--- src/hdl/bced_pkg.sv ---
// shared types and constants for the button click event detector
// no dependencies; used by bced_step and button_click_event_detector_core
package bced_pkg;

    typedef enum logic [1:0] {
        PH_IDLE    = 2'd0,
        PH_PRESSED = 2'd1,
        PH_WAIT    = 2'd2
    } phase_t;

    typedef enum logic [1:0] {
        EV_NONE   = 2'd0,
        EV_LONG   = 2'd1,
        EV_CLICK  = 2'd2,
        EV_DOUBLE = 2'd3
    } event_t;

    localparam int CfgIndexWidth = 2;
    localparam int CfgDataWidth  = 8;

    localparam logic [CfgIndexWidth-1:0] CFG_DEBOUNCE_SAMPLES = 2'd0;
    localparam logic [CfgIndexWidth-1:0] CFG_LONG_PRESS_TICKS = 2'd1;
    localparam logic [CfgIndexWidth-1:0] CFG_CLICK_GAP_TICKS  = 2'd2;

    localparam logic [3:0] DEBOUNCE_SAMPLES_RST = 4'd3;
    localparam logic [7:0] LONG_PRESS_TICKS_RST = 8'd50;
    localparam logic [7:0] CLICK_GAP_TICKS_RST  = 8'd15;

    localparam logic [7:0] TICK_MAX     = 8'd255;
    localparam logic [3:0] MISMATCH_MAX = 4'd15;
    localparam logic [1:0] PRESS_MAX    = 2'd3;

    typedef struct packed {
        logic [3:0] debounce_samples;
        logic [7:0] long_press_ticks;
        logic [7:0] click_gap_ticks;
    } cfg_t;

    typedef struct packed {
        phase_t     phase;
        logic [7:0] tick_count;
        logic [1:0] press_count;
        logic       debounced_level;
        logic [3:0] mismatch_count;
    } state_t;

endpackage

--- src/hdl/bced_step.sv ---
// one-tick update of debouncer and click phase machine, pure combinational
// depends on bced_pkg
module bced_step (
    input  bced_pkg::cfg_t   cfg,
    input  bced_pkg::state_t state_cur,
    input  logic             pin_level,
    output bced_pkg::state_t state_nxt,
    output bced_pkg::event_t event_res
);

    always_comb begin
        logic [7:0] tick;
        logic [3:0] mism;
        logic       lvl;
        bced_pkg::phase_t ph;
        logic [1:0] presses;

        tick    = state_cur.tick_count;
        mism    = state_cur.mismatch_count;
        lvl     = state_cur.debounced_level;
        ph      = state_cur.phase;
        presses = state_cur.press_count;
        event_res = bced_pkg::EV_NONE;

        // tick counter runs outside idle, saturating
        if (state_cur.phase != bced_pkg::PH_IDLE && tick != bced_pkg::TICK_MAX) begin
            tick = tick + 8'd1;
        end

        // debouncer
        if (lvl != pin_level) begin
            if (mism != bced_pkg::MISMATCH_MAX) begin
                mism = mism + 4'd1;
            end
            if (mism >= cfg.debounce_samples) begin
                lvl  = pin_level;
                mism = 4'd0;
            end
        end else begin
            mism = 4'd0;
        end

        case (state_cur.phase)
            bced_pkg::PH_PRESSED: begin
                if (lvl) begin
                    tick = 8'd0;
                    ph   = bced_pkg::PH_WAIT;
                end else if (tick >= cfg.long_press_ticks) begin
                    // long press repeats and cancels the pending click
                    event_res = bced_pkg::EV_LONG;
                    tick      = 8'd0;
                    presses   = 2'd0;
                end
            end
            bced_pkg::PH_WAIT: begin
                if (tick > cfg.click_gap_ticks) begin
                    if (presses == 2'd1) begin
                        event_res = bced_pkg::EV_CLICK;
                    end else if (presses == 2'd2) begin
                        event_res = bced_pkg::EV_DOUBLE;
                    end
                    ph = bced_pkg::PH_IDLE;
                end else if (!lvl) begin
                    if (presses != bced_pkg::PRESS_MAX) begin
                        presses = presses + 2'd1;
                    end
                    ph   = bced_pkg::PH_PRESSED;
                    tick = 8'd0;
                end
            end
            default: begin
                // idle, and the unused code behaves as idle
                ph = bced_pkg::PH_IDLE;
                if (!lvl) begin
                    ph      = bced_pkg::PH_PRESSED;
                    tick    = 8'd0;
                    presses = 2'd1;
                end
            end
        endcase

        state_nxt.phase           = ph;
        state_nxt.tick_count      = tick;
        state_nxt.press_count     = presses;
        state_nxt.debounced_level = lvl;
        state_nxt.mismatch_count  = mism;
    end

endmodule

--- src/hdl/button_click_event_detector_core.sv ---
// top level of the button click event detector: config registers, state, output stage
// depends on bced_pkg and bced_step
//
// usage
//   s_ channel: one raw pin sample per beat, s_tdata[0] = pin_level (0 = pressed)
//   m_ channel: one result beat per input beat, in order
//     m_tdata[1:0] = event_res (0 none, 1 long press, 2 click, 3 double click)
//     m_tdata[2]   = stable_level, the debounced level after this sample
//   cfg port: cfg_wr_en with cfg_index selects debounce_samples (0),
//     long_press_ticks (1) or click_gap_ticks (2); other indexes are dropped
// the result of a sample is registered and is on m_ in the cycle after its beat is accepted
// throughput: one sample per cycle unless the output stalls, the whole tick update is one combinational
//   pass from the state registers into the result register
// stall: s_tready drops only while a result is held and m_tready is low;
//   the held result and the state stay put until it is taken
// reset: aresetn low clears the phase machine and debouncer (level released),
//   loads the default config (3, 50, 15) and empties the output stage
module button_click_event_detector_core (
    input  logic       aclk,
    input  logic       aresetn,
    // input channel
    input  logic       s_tvalid,
    output logic       s_tready,
    input  logic [7:0] s_tdata,   // [0] pin_level, [7:1] zero
    // result channel
    output logic       m_tvalid,
    input  logic       m_tready,
    output logic [7:0] m_tdata,   // [1:0] event_res, [2] stable_level, [7:3] zero
    // config write port
    input  logic                               cfg_wr_en,
    input  logic [bced_pkg::CfgIndexWidth-1:0] cfg_index,
    input  logic [bced_pkg::CfgDataWidth-1:0]  cfg_wdata
);

    bced_pkg::cfg_t   cfg_reg;
    bced_pkg::state_t state_reg;
    bced_pkg::state_t state_next;
    bced_pkg::event_t event_next;

    logic       m_valid_reg;
    logic [1:0] m_event_reg;
    logic       m_level_reg;
    logic       s_beat;

    // accept whenever the output stage is empty or being drained this cycle
    assign s_tready = !m_valid_reg || m_tready;
    assign s_beat   = s_tvalid && s_tready;

    // config registers
    always_ff @(posedge aclk) begin
        if (!aresetn) begin
            cfg_reg.debounce_samples <= bced_pkg::DEBOUNCE_SAMPLES_RST;
            cfg_reg.long_press_ticks <= bced_pkg::LONG_PRESS_TICKS_RST;
            cfg_reg.click_gap_ticks  <= bced_pkg::CLICK_GAP_TICKS_RST;
        end else if (cfg_wr_en) begin
            case (cfg_index)
                bced_pkg::CFG_DEBOUNCE_SAMPLES: cfg_reg.debounce_samples <= cfg_wdata[3:0];
                bced_pkg::CFG_LONG_PRESS_TICKS: cfg_reg.long_press_ticks <= cfg_wdata;
                bced_pkg::CFG_CLICK_GAP_TICKS:  cfg_reg.click_gap_ticks  <= cfg_wdata;
                default: begin
                    // index beyond the register list, ignored
                end
            endcase
        end
    end

    // tick update
    bced_step u_step (
        .cfg       (cfg_reg),
        .state_cur (state_reg),
        .pin_level (s_tdata[0]),
        .state_nxt (state_next),
        .event_res (event_next)
    );

    // detector state advances once per accepted sample
    always_ff @(posedge aclk) begin
        if (!aresetn) begin
            state_reg.phase           <= bced_pkg::PH_IDLE;
            state_reg.tick_count      <= 8'd0;
            state_reg.press_count     <= 2'd0;
            state_reg.debounced_level <= 1'b1;
            state_reg.mismatch_count  <= 4'd0;
        end else if (s_beat) begin
            state_reg <= state_next;
        end
    end

    // output stage
    always_ff @(posedge aclk) begin
        if (!aresetn) begin
            m_valid_reg <= 1'b0;
        end else if (s_beat) begin
            m_valid_reg <= 1'b1;
        end else if (m_tready) begin
            m_valid_reg <= 1'b0;
        end
    end

    always_ff @(posedge aclk) begin
        if (s_beat) begin
            m_event_reg <= event_next;
            m_level_reg <= state_next.debounced_level;
        end
    end

    assign m_tvalid = m_valid_reg;
    assign m_tdata  = {5'd0, m_level_reg, m_event_reg};

endmodule

--- config.mk ---
export PLATFORM = sky130hd
export DESIGN_NAME = button_click_event_detector_core
export DESIGN_NICKNAME = d
export VERILOG_FILES = /design/src/hdl/bced_pkg.sv /design/src/hdl/bced_step.sv /design/src/hdl/button_click_event_detector_core.sv
export SDC_FILE = /design/constraint.sdc
export NUM_CORES = 1
export LEC_CHECK = 0
export BUFFER_PORTS_ARGS = -buffer_cell sky130_fd_sc_hd__buf_2
export CAP_MARGIN = 20
export CORE_MARGIN = 2
export CORE_UTILIZATION = 40
export CTS_CLUSTER_DIAMETER = 150
export DETAILED_ROUTE_END_ITERATION = 10
export RECOVER_POWER = 25
export SYNTH_ARGS = -nofsm -noshare
export SYNTH_HDL_FRONTEND = slang
export SYNTH_HIERARCHICAL = 1
export SYNTH_SLANG_ARGS = --single-unit
--- constraint.sdc ---
create_clock -name aclk -period 3.2 [get_ports aclk]
set_clock_uncertainty 0.1 [all_clocks]
set_input_delay 0.64 -clock aclk [delete_from_list [all_inputs] [get_ports aclk]]
set_output_delay 0.64 -clock aclk [all_outputs]
set_load 0.01 [all_outputs]
# --- Yosys cells after proc, flatten, opt, wreduce, memory -nomap -nowiden ---
# Cells that the tools add are included.
classes:
  mux: 31
  n_bitwise: 1
  add_sub_neg: 3
  reduce_logical: 12
  eq_ne: 15
  order_cmp: 3
op_table:
  columns: ["cell", "n"]
  rows:
  - ["2-to-1 mux 8 bit", 5]
  - ["2-to-1 mux 2 bit", 12]
  - ["2-to-1 mux 4 bit", 4]
  - ["one-hot mux 8 bit (2 select lines)", 1]
  - ["one-hot mux 2 bit (2 select lines)", 3]
  - ["adder 8 x 1 -> 8 bit, second input constant", 1]
  - ["greater-or-equal comparator 8 bit", 1]
  - ["greater-than comparator 8 bit", 1]
  - ["!= test 8 bit, second input constant", 1]
  - ["equality test 2 x 1 -> 1 bit, second input constant", 3]
  - ["equality test 2 bit, second input constant", 3]
  - ["2-to-1 mux 1 bit", 6]
  - ["!= test 2 bit, second input constant", 3]
  - ["AND reduction 2 bit", 3]
  - ["AND reduction 5 bit", 1]
  - ["adder 4 x 1 -> 4 bit, second input constant", 1]
  - ["greater-or-equal comparator 4 bit", 1]
  - ["!= test 2 x 1 -> 1 bit, second input constant", 2]
  - ["!= test 4 bit, second input constant", 1]
  - ["nonzero test 2 bit", 2]
  - ["!= test 3 x 2 -> 1 bit, second input constant", 1]
  - ["AND reduction 3 bit", 1]
  - ["adder 2 x 1 -> 2 bit, second input constant", 1]
  - ["logical AND 1 bit", 2]
  - ["5 further kinds", 5]
word_totals:
  ff_bits: 41
  out_inout_bits: 10

# --- Longest topological paths before layout ---
depth:
  ltp_word: 9
  ltp_mapped: 15

# --- Cells and area by module ---
# The synthesis kept the hierarchy.
by_module_without_submodules:
  columns: ["module", "cells_each", "instances", "area_each_um2"]
  rows:
  - ["button_click_event_detector_core", 165, 1, 1575.3]
  - ["bced_step", 162, 1, 1179.9]

# --- Worst setup path after synthesis ---
# Ideal clock, no wire load.
synth_timing:
  path_kind: "flip-flop to flip-flop"
  start: "register state_reg[7] in the netlist's numbering"
  end: "register state_reg[7] in the netlist's numbering"
  path_stages_with_launch: 14
  path_buffers: 0
  path_slack_ps: -5
  t_arrival_ps: 2985
  setup_ps: 120
  path_cell_list: "dfxtp_1 > ha_1 > nand2_1 > a211oi_1 > and4_2 > xor2_1 > ha_1 > nand3_1 > or3_1 > o31a_1 > a221oi_4 > nor3_1 > nand2_1 > mux2i_1"
synth_lines:
  columns: ["element", "line", "text"]
  rows:
  - ["from (decl)", "button_click_event_detector_core.sv:36", "bced_pkg::state_t state_reg;"]
  - ["from (signal assigned)", "button_click_event_detector_core.sv:85", "state_reg <= state_next;"]

==> flow_metrics.tcl <==
set metrics [dict create \
    required_ns 3.28 \
    r2r_start "state_reg[16]" \
    critical_path.top_delay_family "simple AND/OR/NAND/NOR gates" \
    fill_cells 646 \
    dr.pass1.iters 4 \
    cts_tree "built" \
    grt_usage_pct 16.0 \
    grt_max_degree 44 \
    peakVddDrop_mv 0.202 \
    synth_cell_types 57 \
    reg2regPathDepth 15 \
    num_vias 2287 \
    drive_gt1_share_pct 25.7 \
    pwr-share-seq_pct 47.8 \
    crit_arrival_ns 3.14 \
    r2r_end "state_reg[8]" \
    overflow 0 \
    path_depth 15 \
    portBuffers 20 \
    fin_crit_ns 3.06 \
    swShare_pct 29.9 \
    worst_path_most_repeated_cell "nor2_1" \
    synth.avg_cell_area_um2 8.43 \
    power_switching_w 0.000342 \
    ys_seq_area_share_pct 30.9 \
    cts.htree.levels 2 \
    wirelength_um 5770 \
    grt_pass1_vias 2135 \
    place_congestion 0.749 \
    cp_slowest_cell "or3_4" \
    start_util_pct 41.0 \
    wl_per_cell_um 12.8 \
    synthToLayoutAreaGrowth_pct 20.6 \
    nNetsFinal 418 \
    hpwl_um 4270 \
    vias_per_cell 5.08 \
    die_x_um 87.0 \
    cts_sinks 41 \
    syn_inst 327 \
    setup_viol 0 \
    max-slew-margin-rel_pct 51.3 \
    hold_depth 2 \
    hold_path.startpoint "cfg_reg[5]" \
    critPathMaxStageDelay_ns 0.42 \
    crit_fanout 8 \
    async_flop_share_pct 0 \
    cp-end-kind "flop" \
    initialDrtViolationCount 70 \
    cts.clk_slew.worst_paths_ns 0.09 \
    synth_ff_type "dfxtp_1" \
    final_util_pct 49.5 \
    worst_pin_slew_ns 0.730 \
    yosys_warnings 6 \
    dieArea_um2 7570 \
    insertion_delay_ns 0.30 \
    status "finished, final reports clean" \
    root_buffer "clkbuf_8" \
    hold_viol 0 \
    grt_pass1_wl_um 9740 \
    whs_endpoint "cfg_reg[5]" \
    ant_nets 0 \
    synth_seq_cells 41 \
    antennaDiodeCount 0 \
    worst_hold_slack_ns 0.379 \
    fmax_mhz 327 \
    worst-path-buf-inv 2 \
    die-height_um 87.0 \
    largest_reg_flops 20 \
    r2r_slack_ns 0.14 \
    combPwrFrac_pct 22.0 \
    hp-class "flop to flop" \
    synth_edf_count 3 \
    cp-start-kind "flop" \
    ctsLongestPathBuffers 2 \
    fin_crit_sh_pct 95.6 \
    drv_cap 0 \
    synthesis.area_um2 2760 \
    rsz0062_at_grt "true" \
    timing_worst_setup_path_type "flop to flop" \
    cellPowerDensity_nw_per_um2 344 \
    crit_chain "inv_2, ha_4, and4b_1, o21ai_2, nor2_1, xor2_1, ha_1, nand3_1, or3_4, o31a_1, a221oi_4, buf_6, nor2_1, nand2_1, mux2i_1" \
    row_count 30 \
    cts_buffers 5 \
    slew_violations 0 \
    top_level_ports 33 \
    power.internal_w 0.000802 \
    p_leak_nw 1.49 \
    drc 0 \
    core_um2 6720 \
    antenna_found_initial 0 \
    pwr-share-clk_pct 30.2 \
]
[cell type report]
| class | instances | area [um^2] | area share, % |
|---|---|---|---|
| Multi-Input combinational cell | 244 | 1840 | 55.5 |
| Sequential cell | 41 | 861 | 25.9 |
| Timing Repair Buffer | 51 | 334 | 10.1 |
| Tap cell | 80 | 100 | 3.01 |
| Inverter | 26 | 97.6 | 2.94 |
| Clock buffer | 5 | 68.8 | 2.07 |
| Clock inverter | 3 | 17.5 | 0.527 |
[through the flow]
step	instance area (um^2)	total power, W	cells	TNS (ns)	setup WS (ns)
2_1_floorplan	2770	0.000726	331	0	0.0146
3_3_place_gp	3070	0.000785	440	-0.439	-0.112
3_5_place_dp	3070	0.000789	440	-0.934	-0.140
4_1_cts	3190	0.00114	448	0	0.000695
5_1_grt	3320	0.00120	450	-0.191	-0.0570
6_report	3320	0.00114	450	0	0.141
[power by group through the flow]
stage               logic [W]  clock network [W]  registers, W
floorplan            0.000167                  0      0.000559
global placement     0.000227                  0      0.000558
detailed placement   0.000231                  0      0.000559
CTS                  0.000238           0.000355      0.000547
global route         0.000280           0.000373      0.000550
finish               0.000252           0.000345      0.000547
[worst reg2reg max path, stage by stage (launching register included)]
cell      delay, ns
dfxtp_2        0.34
inv_2          0.05
ha_4           0.16
and4b_1        0.26
o21ai_2        0.08
nor2_1         0.12
xor2_1         0.24
ha_1           0.18
nand3_1        0.11
or3_4          0.42
o31a_1         0.32
a221oi_4       0.23
buf_6          0.16
nor2_1         0.05
nand2_1        0.05
mux2i_1        0.08
[synth_stat cells, types with 2 or more instances]
| cell | instances | area, um^2 |
|---|---|---|
| nand2_1 | 56 | 210 |
| dfxtp_1 | 38 | 761 |
| ha_1 | 26 | 325 |
| inv_1 | 26 | 97.6 |
| mux2i_1 | 25 | 250 |
| o21ai_0 | 21 | 105 |
| nand3_1 | 20 | 100 |
| nor2_1 | 17 | 63.8 |
| a21oi_1 | 7 | 35.0 |
| clkbuf_1 | 7 | 26.3 |
| xnor2_1 | 7 | 61.3 |
| buf_4 | 6 | 45.0 |
| buf_2 | 4 | 20.0 |
| xor2_1 | 4 | 35.0 |
| a31oi_1 | 3 | 18.8 |
| edfxtp_1 | 3 | 90.1 |
| nand3b_1 | 3 | 22.5 |
| a211oi_1 | 2 | 15.0 |
| a21boi_0 | 2 | 15.0 |
| a21o_1 | 2 | 15.0 |
| and4b_1 | 2 | 20.0 |
| buf_6 | 2 | 22.5 |
| mux2_2 | 2 | 22.5 |
| nand2b_1 | 2 | 12.5 |
| nand4_1 | 2 | 12.5 |
| nor2b_1 | 2 | 12.5 |
| o211ai_1 | 2 | 15.0 |
| o21a_1 | 2 | 15.0 |
| o21ai_1 | 2 | 10.0 |
| o221ai_1 | 2 | 17.5 |
| o22ai_1 | 2 | 12.5 |
[cell usage in the layout, fill, tap and decap left out, types with 3 or more instances in the layout]
cell | synthesis | layout
edfxtp_1 | 3 | 3
dfxtp_1 | 38 | 32
xor2_1 | 4 | 3
o21ai_0 | 21 | 21
buf_4 | 6 | 30
a21oi_1 | 7 | 6
xnor2_1 | 7 | 6
nand3_1 | 20 | 20
nor2_1 | 17 | 16
ha_1 | 26 | 22
nand3b_1 | 3 | 3
a31oi_1 | 3 | 3
inv_1 | 26 | 24
clkbuf_8 | 0 | 5
ha_4 | 0 | 4
nand2_1 | 56 | 56
buf_2 | 4 | 18
conb_1 | 1 | 5
dfxtp_2 | 0 | 5
mux2i_1 | 25 | 25
[cell families after synthesis]
| group | Yosys count | synth area share [%] |
|---|---|---|
| adder cells (fa/ha/maj) | 26 | 11.8 |
| AND/OR/NAND/NOR | 118 | 21.3 |
| other | 1 | 0.136 |
| AO/OA/AOI/OAI | 57 | 14.6 |
| flip-flops | 41 | 30.9 |
| multiplexers | 27 | 9.90 |
| XOR/XNOR | 11 | 3.50 |
| buffers and inverters | 46 | 7.81 |
[worst max path at each step]
| stage | start | endpoint | slack [ns] |
|---|---|---|---|
| 6_report | state_reg[16] | state_reg[8] | 0.14 |
| 5_1_grt | state_reg[16] | state_reg[6] | -0.06 |
| 4_1_cts | state_reg[8] | state_reg[8] | 0.0007 |
| 3_5_place_dp | state_reg[15] | state_reg[6] | -0.14 |
| 3_3_place_gp | state_reg[16] | state_reg[5] | -0.11 |
| 2_1_floorplan | state_reg[7] | state_reg[7] | 0.01 |
[routing by layer]
layer / vias to the layer above / wire length (um) / track usage (%)
met4: 0 / 29 / 3.84
met3: 2 / 111 / 2.94
met5: - / 0 / 0
met1: 1058 / 2790 / 20.4
li1: 1214 / - / -
met2: 13 / 2830 / 27.9
[repair_timing]
item,4_1_cts,5_1_grt
resized for setup,11,23
hold buffers,0,0
endpoints found under the setup margin,14,14
pin swaps,1,10
buffers inserted,0,2
Power figures use the tool's default switching activity.
